**src/hdl/bre_pkg.sv**
```systemverilog
// Shared types and constants of the beat repeat effect unit.
package bre_pkg;

    localparam int CFG_INDEX_BITS = 3;
    localparam int CFG_DATA_BITS  = 24;

    typedef enum logic [CFG_INDEX_BITS-1:0] {
        CFG_LOOP_LENGTH        = 3'd0,
        CFG_SIXTEENTH_SIZE     = 3'd1,
        CFG_RECORD_LENGTH      = 3'd2,
        CFG_SELECTED_SIXTEENTH = 3'd3,
        CFG_REPEAT_COUNT       = 3'd4,
        CFG_ENABLE             = 3'd5
    } t_cfg_index;

    typedef struct packed {
        logic [23:0] loop_length;
        logic [16:0] sixteenth_size;
        logic [16:0] record_length;
        logic [3:0]  selected_sixteenth;
        logic [4:0]  repeat_count;
        logic        enable;
    } t_cfg;

    localparam logic [23:0] RST_LOOP_LENGTH        = 24'd96000;
    localparam logic [16:0] RST_SIXTEENTH_SIZE     = 17'd6000;
    localparam logic [16:0] RST_RECORD_LENGTH      = 17'd6000;
    localparam logic [3:0]  RST_SELECTED_SIXTEENTH = 4'd0;
    localparam logic [4:0]  RST_REPEAT_COUNT       = 5'd1;
    localparam logic        RST_ENABLE             = 1'b0;

    // Classification that the front end attaches to each queued sample.
    typedef struct packed {
        logic do_write;
        logic active;
    } t_class;

    typedef struct packed {
        logic recording;
        logic has_recording;
    } t_front_status;

    localparam int QUEUE_DEPTH = 4;
    localparam int QUEUE_AW    = 2;

    // Remainder unit: two dividend bits per cycle.
    localparam logic [4:0] MOD_PAIRS_FULL = 5'd16;
    localparam logic [4:0] MOD_PAIRS_IDX  = 5'd12;
    localparam int         IDX_ALIGN_BITS = 8;

endpackage

```
**src/hdl/bre_front.sv**
```systemverilog
// Front end: accepts samples, runs the recording control and queues classified beats.
module bre_front
    import bre_pkg::*;
#(
    parameter int SAMPLE_BITS = 16,
    parameter int AW          = 16,
    parameter int CW          = 17
) (
    input  logic                   i_clk,
    input  logic                   i_rst_n,
    input  logic                   i_push,
    output logic                   o_full,
    input  logic [SAMPLE_BITS-1:0] i_sample,
    input  logic [3:0]             i_phase,
    input  logic [31:0]            i_count,
    input  t_cfg                   i_cfg,
    input  logic [CW-1:0]          i_eff_rl,
    output logic                   o_q_valid,
    input  logic                   i_q_take,
    output logic [SAMPLE_BITS-1:0] o_q_sample,
    output logic [31:0]            o_q_count,
    output logic [AW-1:0]          o_q_waddr,
    output t_class                 o_q_class,
    output t_front_status          o_status
);

    logic                   r_recording;
    logic                   r_has_rec;
    logic [AW-1:0]          r_wp;
    logic [SAMPLE_BITS-1:0] r_q_sample [QUEUE_DEPTH];
    logic [31:0]            r_q_count  [QUEUE_DEPTH];
    logic [AW-1:0]          r_q_waddr  [QUEUE_DEPTH];
    t_class                 r_q_class  [QUEUE_DEPTH];
    logic [QUEUE_AW-1:0]    r_wr_ptr;
    logic [QUEUE_AW-1:0]    r_rd_ptr;
    logic [QUEUE_AW:0]      r_cnt;

    logic          accept;
    logic          take;
    logic          rec_now;
    logic          finish;
    logic          has_next;
    logic [CW-1:0] wp_inc;
    t_class        cls;

    assign o_full    = (r_cnt == (QUEUE_AW+1)'(QUEUE_DEPTH));
    assign o_q_valid = (r_cnt != '0);
    assign accept    = i_push && !o_full;
    assign take      = i_q_take && o_q_valid;

    always_comb begin
        rec_now      = r_recording || ((i_phase == 4'd0) && !r_has_rec);
        wp_inc       = {1'b0, r_wp} + CW'(1);
        finish       = rec_now && (wp_inc >= i_eff_rl);
        has_next     = r_has_rec || finish;
        cls.do_write = rec_now;
        cls.active   = has_next && i_cfg.enable && (i_cfg.loop_length != '0)
                       && (i_cfg.sixteenth_size != '0);
    end

    always_ff @(posedge i_clk) begin
        if (!i_rst_n) begin
            r_recording <= 1'b0;
            r_has_rec   <= 1'b0;
            r_wp        <= '0;
            r_wr_ptr    <= '0;
            r_rd_ptr    <= '0;
            r_cnt       <= '0;
        end else begin
            if (accept) begin
                r_recording <= rec_now && !finish;
                r_has_rec   <= has_next;
                if (rec_now) begin
                    r_wp <= finish ? '0 : wp_inc[AW-1:0];
                end
                r_wr_ptr <= r_wr_ptr + QUEUE_AW'(1);
            end
            if (take) begin
                r_rd_ptr <= r_rd_ptr + QUEUE_AW'(1);
            end
            if (accept && !take) begin
                r_cnt <= r_cnt + (QUEUE_AW+1)'(1);
            end else if (take && !accept) begin
                r_cnt <= r_cnt - (QUEUE_AW+1)'(1);
            end
        end
    end

    always_ff @(posedge i_clk) begin
        if (accept) begin
            r_q_sample[r_wr_ptr] <= i_sample;
            r_q_count[r_wr_ptr]  <= i_count;
            r_q_waddr[r_wr_ptr]  <= r_wp;
            r_q_class[r_wr_ptr]  <= cls;
        end
    end

    assign o_q_sample = r_q_sample[r_rd_ptr];
    assign o_q_count  = r_q_count[r_rd_ptr];
    assign o_q_waddr  = r_q_waddr[r_rd_ptr];
    assign o_q_class  = r_q_class[r_rd_ptr];

    assign o_status.recording     = r_recording;
    assign o_status.has_recording = r_has_rec;

endmodule

```
**config.mk**
```make
export PLATFORM = sky130hd
export DESIGN_NAME = bre_front
export DESIGN_NICKNAME = d
export VERILOG_FILES = /design/src/hdl/bre_pkg.sv /design/src/hdl/bre_front.sv
export SDC_FILE = /design/constraint.sdc
export NUM_CORES = 1
export LEC_CHECK = 0
export BUFFER_PORTS_ARGS = -buffer_cell sky130_fd_sc_hd__buf_2
export CAP_MARGIN = 20
export CORE_MARGIN = 3
export CORE_UTILIZATION = 40
export CTS_CLUSTER_SIZE = 16
export DETAILED_ROUTE_END_ITERATION = 6
export GPL_ROUTABILITY_DRIVEN = 0
export HOLD_SLACK_MARGIN = 0.15
export REMOVE_ABC_BUFFERS = 1
export SETUP_SLACK_MARGIN = 0.02
export SLEW_MARGIN = 20
export SYNTH_ARGS = -nofsm -noshare
export SYNTH_HDL_FRONTEND = slang
export SYNTH_SLANG_ARGS = --single-unit
```
**constraint.sdc**
```tcl
create_clock -name i_clk -period 2.9 [get_ports i_clk]
set_clock_uncertainty 0.15 [all_clocks]
set_input_delay 0.58 -clock i_clk [delete_from_list [all_inputs] [get_ports i_clk]]
set_output_delay 0.58 -clock i_clk [all_outputs]
set_load 0.005 [all_outputs]
```
==> results_tabular.tex <==
\begin{tabular}{lr}
\hline
Metric & Value \\
\hline
\multicolumn{2}{l}{\textbf{Outcome}} \\
Result of the run & finished, violations left \\
Violations in the final reports & setup timing \\
\multicolumn{2}{l}{\textbf{STA}} \\
Post-layout minimum cycle time & 2.98 ns \\
WHS & 0.268 ns \\
Worst slew slack as a fraction of its limit & 62.2\% \\
Total setup violations reported at the end of the flow & 14 \\
Fin worst setup slack & -0.0830 ns \\
Fin. max-slew vios & 0 \\
Fin. Hold Viols & 0 \\
Actual transition at the worst max-transition pin & 0.566 ns \\
Timing-limited maximum frequency & 335 MHz \\
Post-route clock period utilization & 103\% \\
Unrepaired setup endpoints after global routing & true \\
\multicolumn{2}{l}{\textbf{Worst setup path}} \\
Launching element type of the critical path & flip-flop \\
Max Fanout on Critical Path & 6 \\
Worst reg2reg path endpoint & r\_wp[3]\$\_SDFFE\_PN0P\_ \\
Category of cells accounting for the largest share of critical-path delay & simple AND/OR/NAND/NOR gates \\
CP Data Required Time & 3.13 ns \\
Slowest Stage Delay on Critical Path & 0.37 ns \\
Worst reg-to-reg path cell count & 14 \\
Worst setup path category & flip-flop to flip-flop \\
Crit path DAT & 3.21 ns \\
Crit path max-delay cell type & dfxtp\_4 \\
Crit path buffers/inverters & 2 \\
Setup slack of the most critical reg-to-reg path & -0.08 ns \\
Cells along the critical path & ha\_4 > nand3\_4 > nor2\_4 > buf\_6 > nand4\_1 > xnor2\_2 > ha\_1 > nand4\_1 > nor4\_4 > o21bai\_1 > o311a\_4 > buf\_6 > o211ai\_1 > a31oi\_1 \\
Critical path capture point type & flip-flop \\
Launch instance of the worst register-to-register path & r\_wp[1]\$\_SDFFE\_PN0P\_ \\
\multicolumn{2}{l}{\textbf{Power}} \\
Clock share of power & 35.2\% \\
Net Sw Frac & 23.7\% \\
Peak supply drop & 0.606 mV \\
Net switching power & 0.00282 W \\
Total power divided by cell area & 789 nW/um\^{}2 \\
Proportion of power drawn by combinational gates & 21.1\% \\
Pint & 0.00908 W \\
Part of the total power dissipated in sequential elements & 43.7\% \\
Pleak & 5.49 nW \\
\multicolumn{2}{l}{\textbf{Global route}} \\
Number of antenna violations at the first check in global routing & 0 \\
Overall global routing resource usage & 15.9\% \\
Global-route wire length before repair & 38,800 um \\
Via count of the first global-routing pass & 7,215 \\
Maximum number of pins on one net before global-route repair & 46 \\
Congestion Overflow GR & 0 \\
\multicolumn{2}{l}{\textbf{Routing}} \\
Number of nets still failing antenna checks after routing & 0 \\
Number of DRC markers after the initial detailed-route iteration & 492 \\
DR pass1 iterations & 5 \\
\# DRC & 0 \\
Total Wirelength & 24,600 um \\
Average wire per standard cell & 19.0 um \\
Number of vias after detailed routing & 6,616 \\
Detailed-route vias per instance & 5.13 \\
\multicolumn{2}{l}{\textbf{Placement}} \\
HPWL after detailed placement & 15,800 um \\
Number of cells after detailed placement & 1,180 \\
Port Buf Inserts & 184 \\
\multicolumn{2}{l}{\textbf{Layout}} \\
Utilization of the core after routing & 53.7\% \\
Nets@finish & 1,054 \\
Fraction of final layout cells sized beyond drive strength 1 & 42.5\% \\
Final cell count without fillers & 1,290 \\
Diodes inserted & 0 \\
Area growth, synth to finish & 31.0\% \\
\multicolumn{2}{l}{\textbf{Logic synthesis}} \\
Cell taking the most area after synthesis & edfxtp\_1 \\
Distinct cells, synth & 47 \\
Most instantiated flip-flop cell in the synthesis netlist & edfxtp\_1 \\
Gate count after technology mapping & 606 \\
Portion of synthesized cell area occupied by the leading cell type & 68.9\% \\
Dominant cells by area after synthesis & edfxtp\_1 69\%, mux4\_2 13\%, dfxtp\_1 4.7\% \\
Leading cell type by number of instances after synthesis & edfxtp\_1 \\
Share of synthesized area occupied by flip-flops and latches & 73.5\% \\
Cell area after synthesis & 11,500 um\^{}2 \\
Syn. warnings & 0 \\
Most common library cells after synthesis & 264 x edfxtp\_1, 66 x mux4\_2, 27 x dfxtp\_1 \\
Number of enable-type register cells in the synthesized netlist & 264 \\
Fraction of registers with async set/reset & 0\% \\
Synth Area per Inst & 19.0 um\^{}2 \\
FF+latch count, synth & 291 \\
\multicolumn{2}{l}{\textbf{Clocking}} \\
Clock tree from TritonCTS & built \\
Clock latency of the later-clocked register in the worst-skew pair & 0.53 ns \\
Max Root-Sink Buffers & 3 \\
\# H-tree levels & 1 \\
Clock sink total & 291 \\
Clock Root Buffer & clkbuf\_16 \\
CTS Buf Count & 29 \\
Clock edge transition at the registers on the reported setup and hold paths & 0.06 ns \\
\multicolumn{2}{l}{\textbf{Die}} \\
Number of I/O pins & 211 \\
Standard-cell rows & 61 \\
Initial cell density of the core & 41.0\% \\
DIE AREA & 30,900 um\^{}2 \\
Core region area & 28,100 um\^{}2 \\
Die width & 176 um \\
Vertical die dimension & 176 um \\
\multicolumn{2}{l}{\textbf{Worst hold path}} \\
Worst hold stages & 4 \\
Hold path startpoint & i\_q\_take \\
Hold WC Path Type & primary input to flip-flop \\
\multicolumn{2}{l}{\textbf{Flow run}} \\
Total of max-cap violations & 0 \\
\hline
\end{tabular}
==> layer usage <==
layer	track usage, %	wire length, um	vias to the layer above
met5	0	0	-
met4	3.40	359	0
met1	21.8	10500	3327
li1	-	-	3002
met2	27.2	12200	253
met3	2.38	1480	34
==> per-stage QoR <==
step	cell area (um^2)	setup slack [ns]	total power (W)	setup TNS (ns)
floorplan	11400	-1.30	0.00673	-185.47
global route	15100	-0.222	0.0125	-3.27
CTS	15000	-0.0164	0.0121	-0.0300
global placement	13200	-0.343	0.00772	-5.82
finish	15100	-0.0830	0.0119	-0.674
detailed placement	13200	-0.402	0.00780	-7.40
==> flip-flops by register name, summed over array words and instances (netlist names), named ones only <==
register / cells
r_rd_ptr: 2
r_wr_ptr: 2
r_q_sample: 64
r_recording: 1
r_q_class: 8
r_cnt: 3
r_q_waddr: 64
r_wp: 16
r_q_count: 128
r_has_rec: 1
==> worst max path at each step <==
stage	startpoint	endpoint	slack, ns	cells past startpoint
final	r_wp[1]$_SDFFE_PN0P_	r_wp[3]$_SDFFE_PN0P_	-0.08	14
after global routing	r_wp[1]$_SDFFE_PN0P_	r_wp[3]$_SDFFE_PN0P_	-0.22	14
after CTS	r_wp[1]$_SDFFE_PN0P_	r_wp[3]$_SDFFE_PN0P_	-0.02	12
after detailed placement	r_wp[1]$_SDFFE_PN0P_	r_wp[11]$_SDFFE_PN0P_	-0.40	14
after global placement	r_wp[0]$_SDFFE_PN0P_	r_q_class[0][0]$_DFFE_PP_	-0.34	13
after floorplan	flip-flop	o_q_class[0]	-1.30	1
==> power by group through the flow <==
| stage | Combinational [W] | Clock [W] | Sequential, W |
|---|---|---|---|
| 3_3_place_gp | 0.00247 | 0 | 0.00526 |
| 3_5_place_dp | 0.00250 | 0 | 0.00530 |
| 6_report | 0.00251 | 0.00418 | 0.00520 |
| 5_1_grt | 0.00274 | 0.00447 | 0.00524 |
| 2_1_floorplan | 0.00126 | 0 | 0.00547 |
| 4_1_cts | 0.00257 | 0.00429 | 0.00521 |
==> worst register-to-register path, stage by stage (launching register included) <==
cell	delay, ns
dfxtp_4	0.37
ha_4	0.16
nand3_4	0.09
nor2_4	0.13
buf_6	0.13
nand4_1	0.16
xnor2_2	0.22
ha_1	0.33
nand4_1	0.22
nor4_4	0.22
o21bai_1	0.11
o311a_4	0.14
buf_6	0.13
o211ai_1	0.18
a31oi_1	0.11
==> cells in the final DEF (no fill, tap or decap), types with 3 or more instances in the layout <==
master,Yosys,final
o21ai_1,2,3
and2_4,1,5
mux4_2,66,66
buf_6,0,6
xnor2_1,9,4
and4_1,3,3
edfxtp_1,264,264
xor2_1,10,7
a21oi_1,15,14
dlygate4sd3_1,0,48
clkinv_1,0,7
dfxtp_1,27,19
ha_1,23,21
nor2_2,0,3
nand2_1,26,26
nand4_1,11,11
o21ai_0,6,5
nand3_1,21,18
buf_12,1,9
buf_2,10,184
nand3_2,1,3
clkbuf_16,0,29
nor2_1,21,17
a211oi_2,0,3
buf_4,3,32
dfxtp_4,0,3
bufinv_16,0,10
nor4_1,12,11
inv_1,24,24
clkinv_2,1,5
dfxtp_2,0,5
xnor2_2,0,5
==> cells by family (layout without fill, tap and decap cells) <==
family / after synthesis / after routing / synth area share [%]
flops: 291 / 291 / 73.5
simple gates: 114 / 114 / 5.09
mux: 68 / 68 / 13.1
buf+inv: 53 / 359 / 2.18
compound gates: 37 / 37 / 1.98
fa+ha+maj: 24 / 24 / 2.67
xor+xnor: 19 / 19 / 1.45
==> timing repair <==
action / in CTS / in global routing
gates resized for setup: 37 / 15
endpoints found under the hold margin: 192 / 0
cloned: 1 / 0
buffers inserted: 6 / 3
hold buffers: 48 / 0
endpoints found under the setup margin: 22 / 32
pin swaps: 18 / 3
==> area by class of cell <==
cell class,instances,area [um^2]
Inverter,25,95.1
Multi-Input combinational cell,262,3020
Clock inverter,23,363
Tap cell,378,473
Sequential cell,291,8490
Timing Repair Buffer,280,1920
Clock buffer,31,733
Fill cell,2281,13000
No activity file was read; power rests on OpenSTA's default activity.
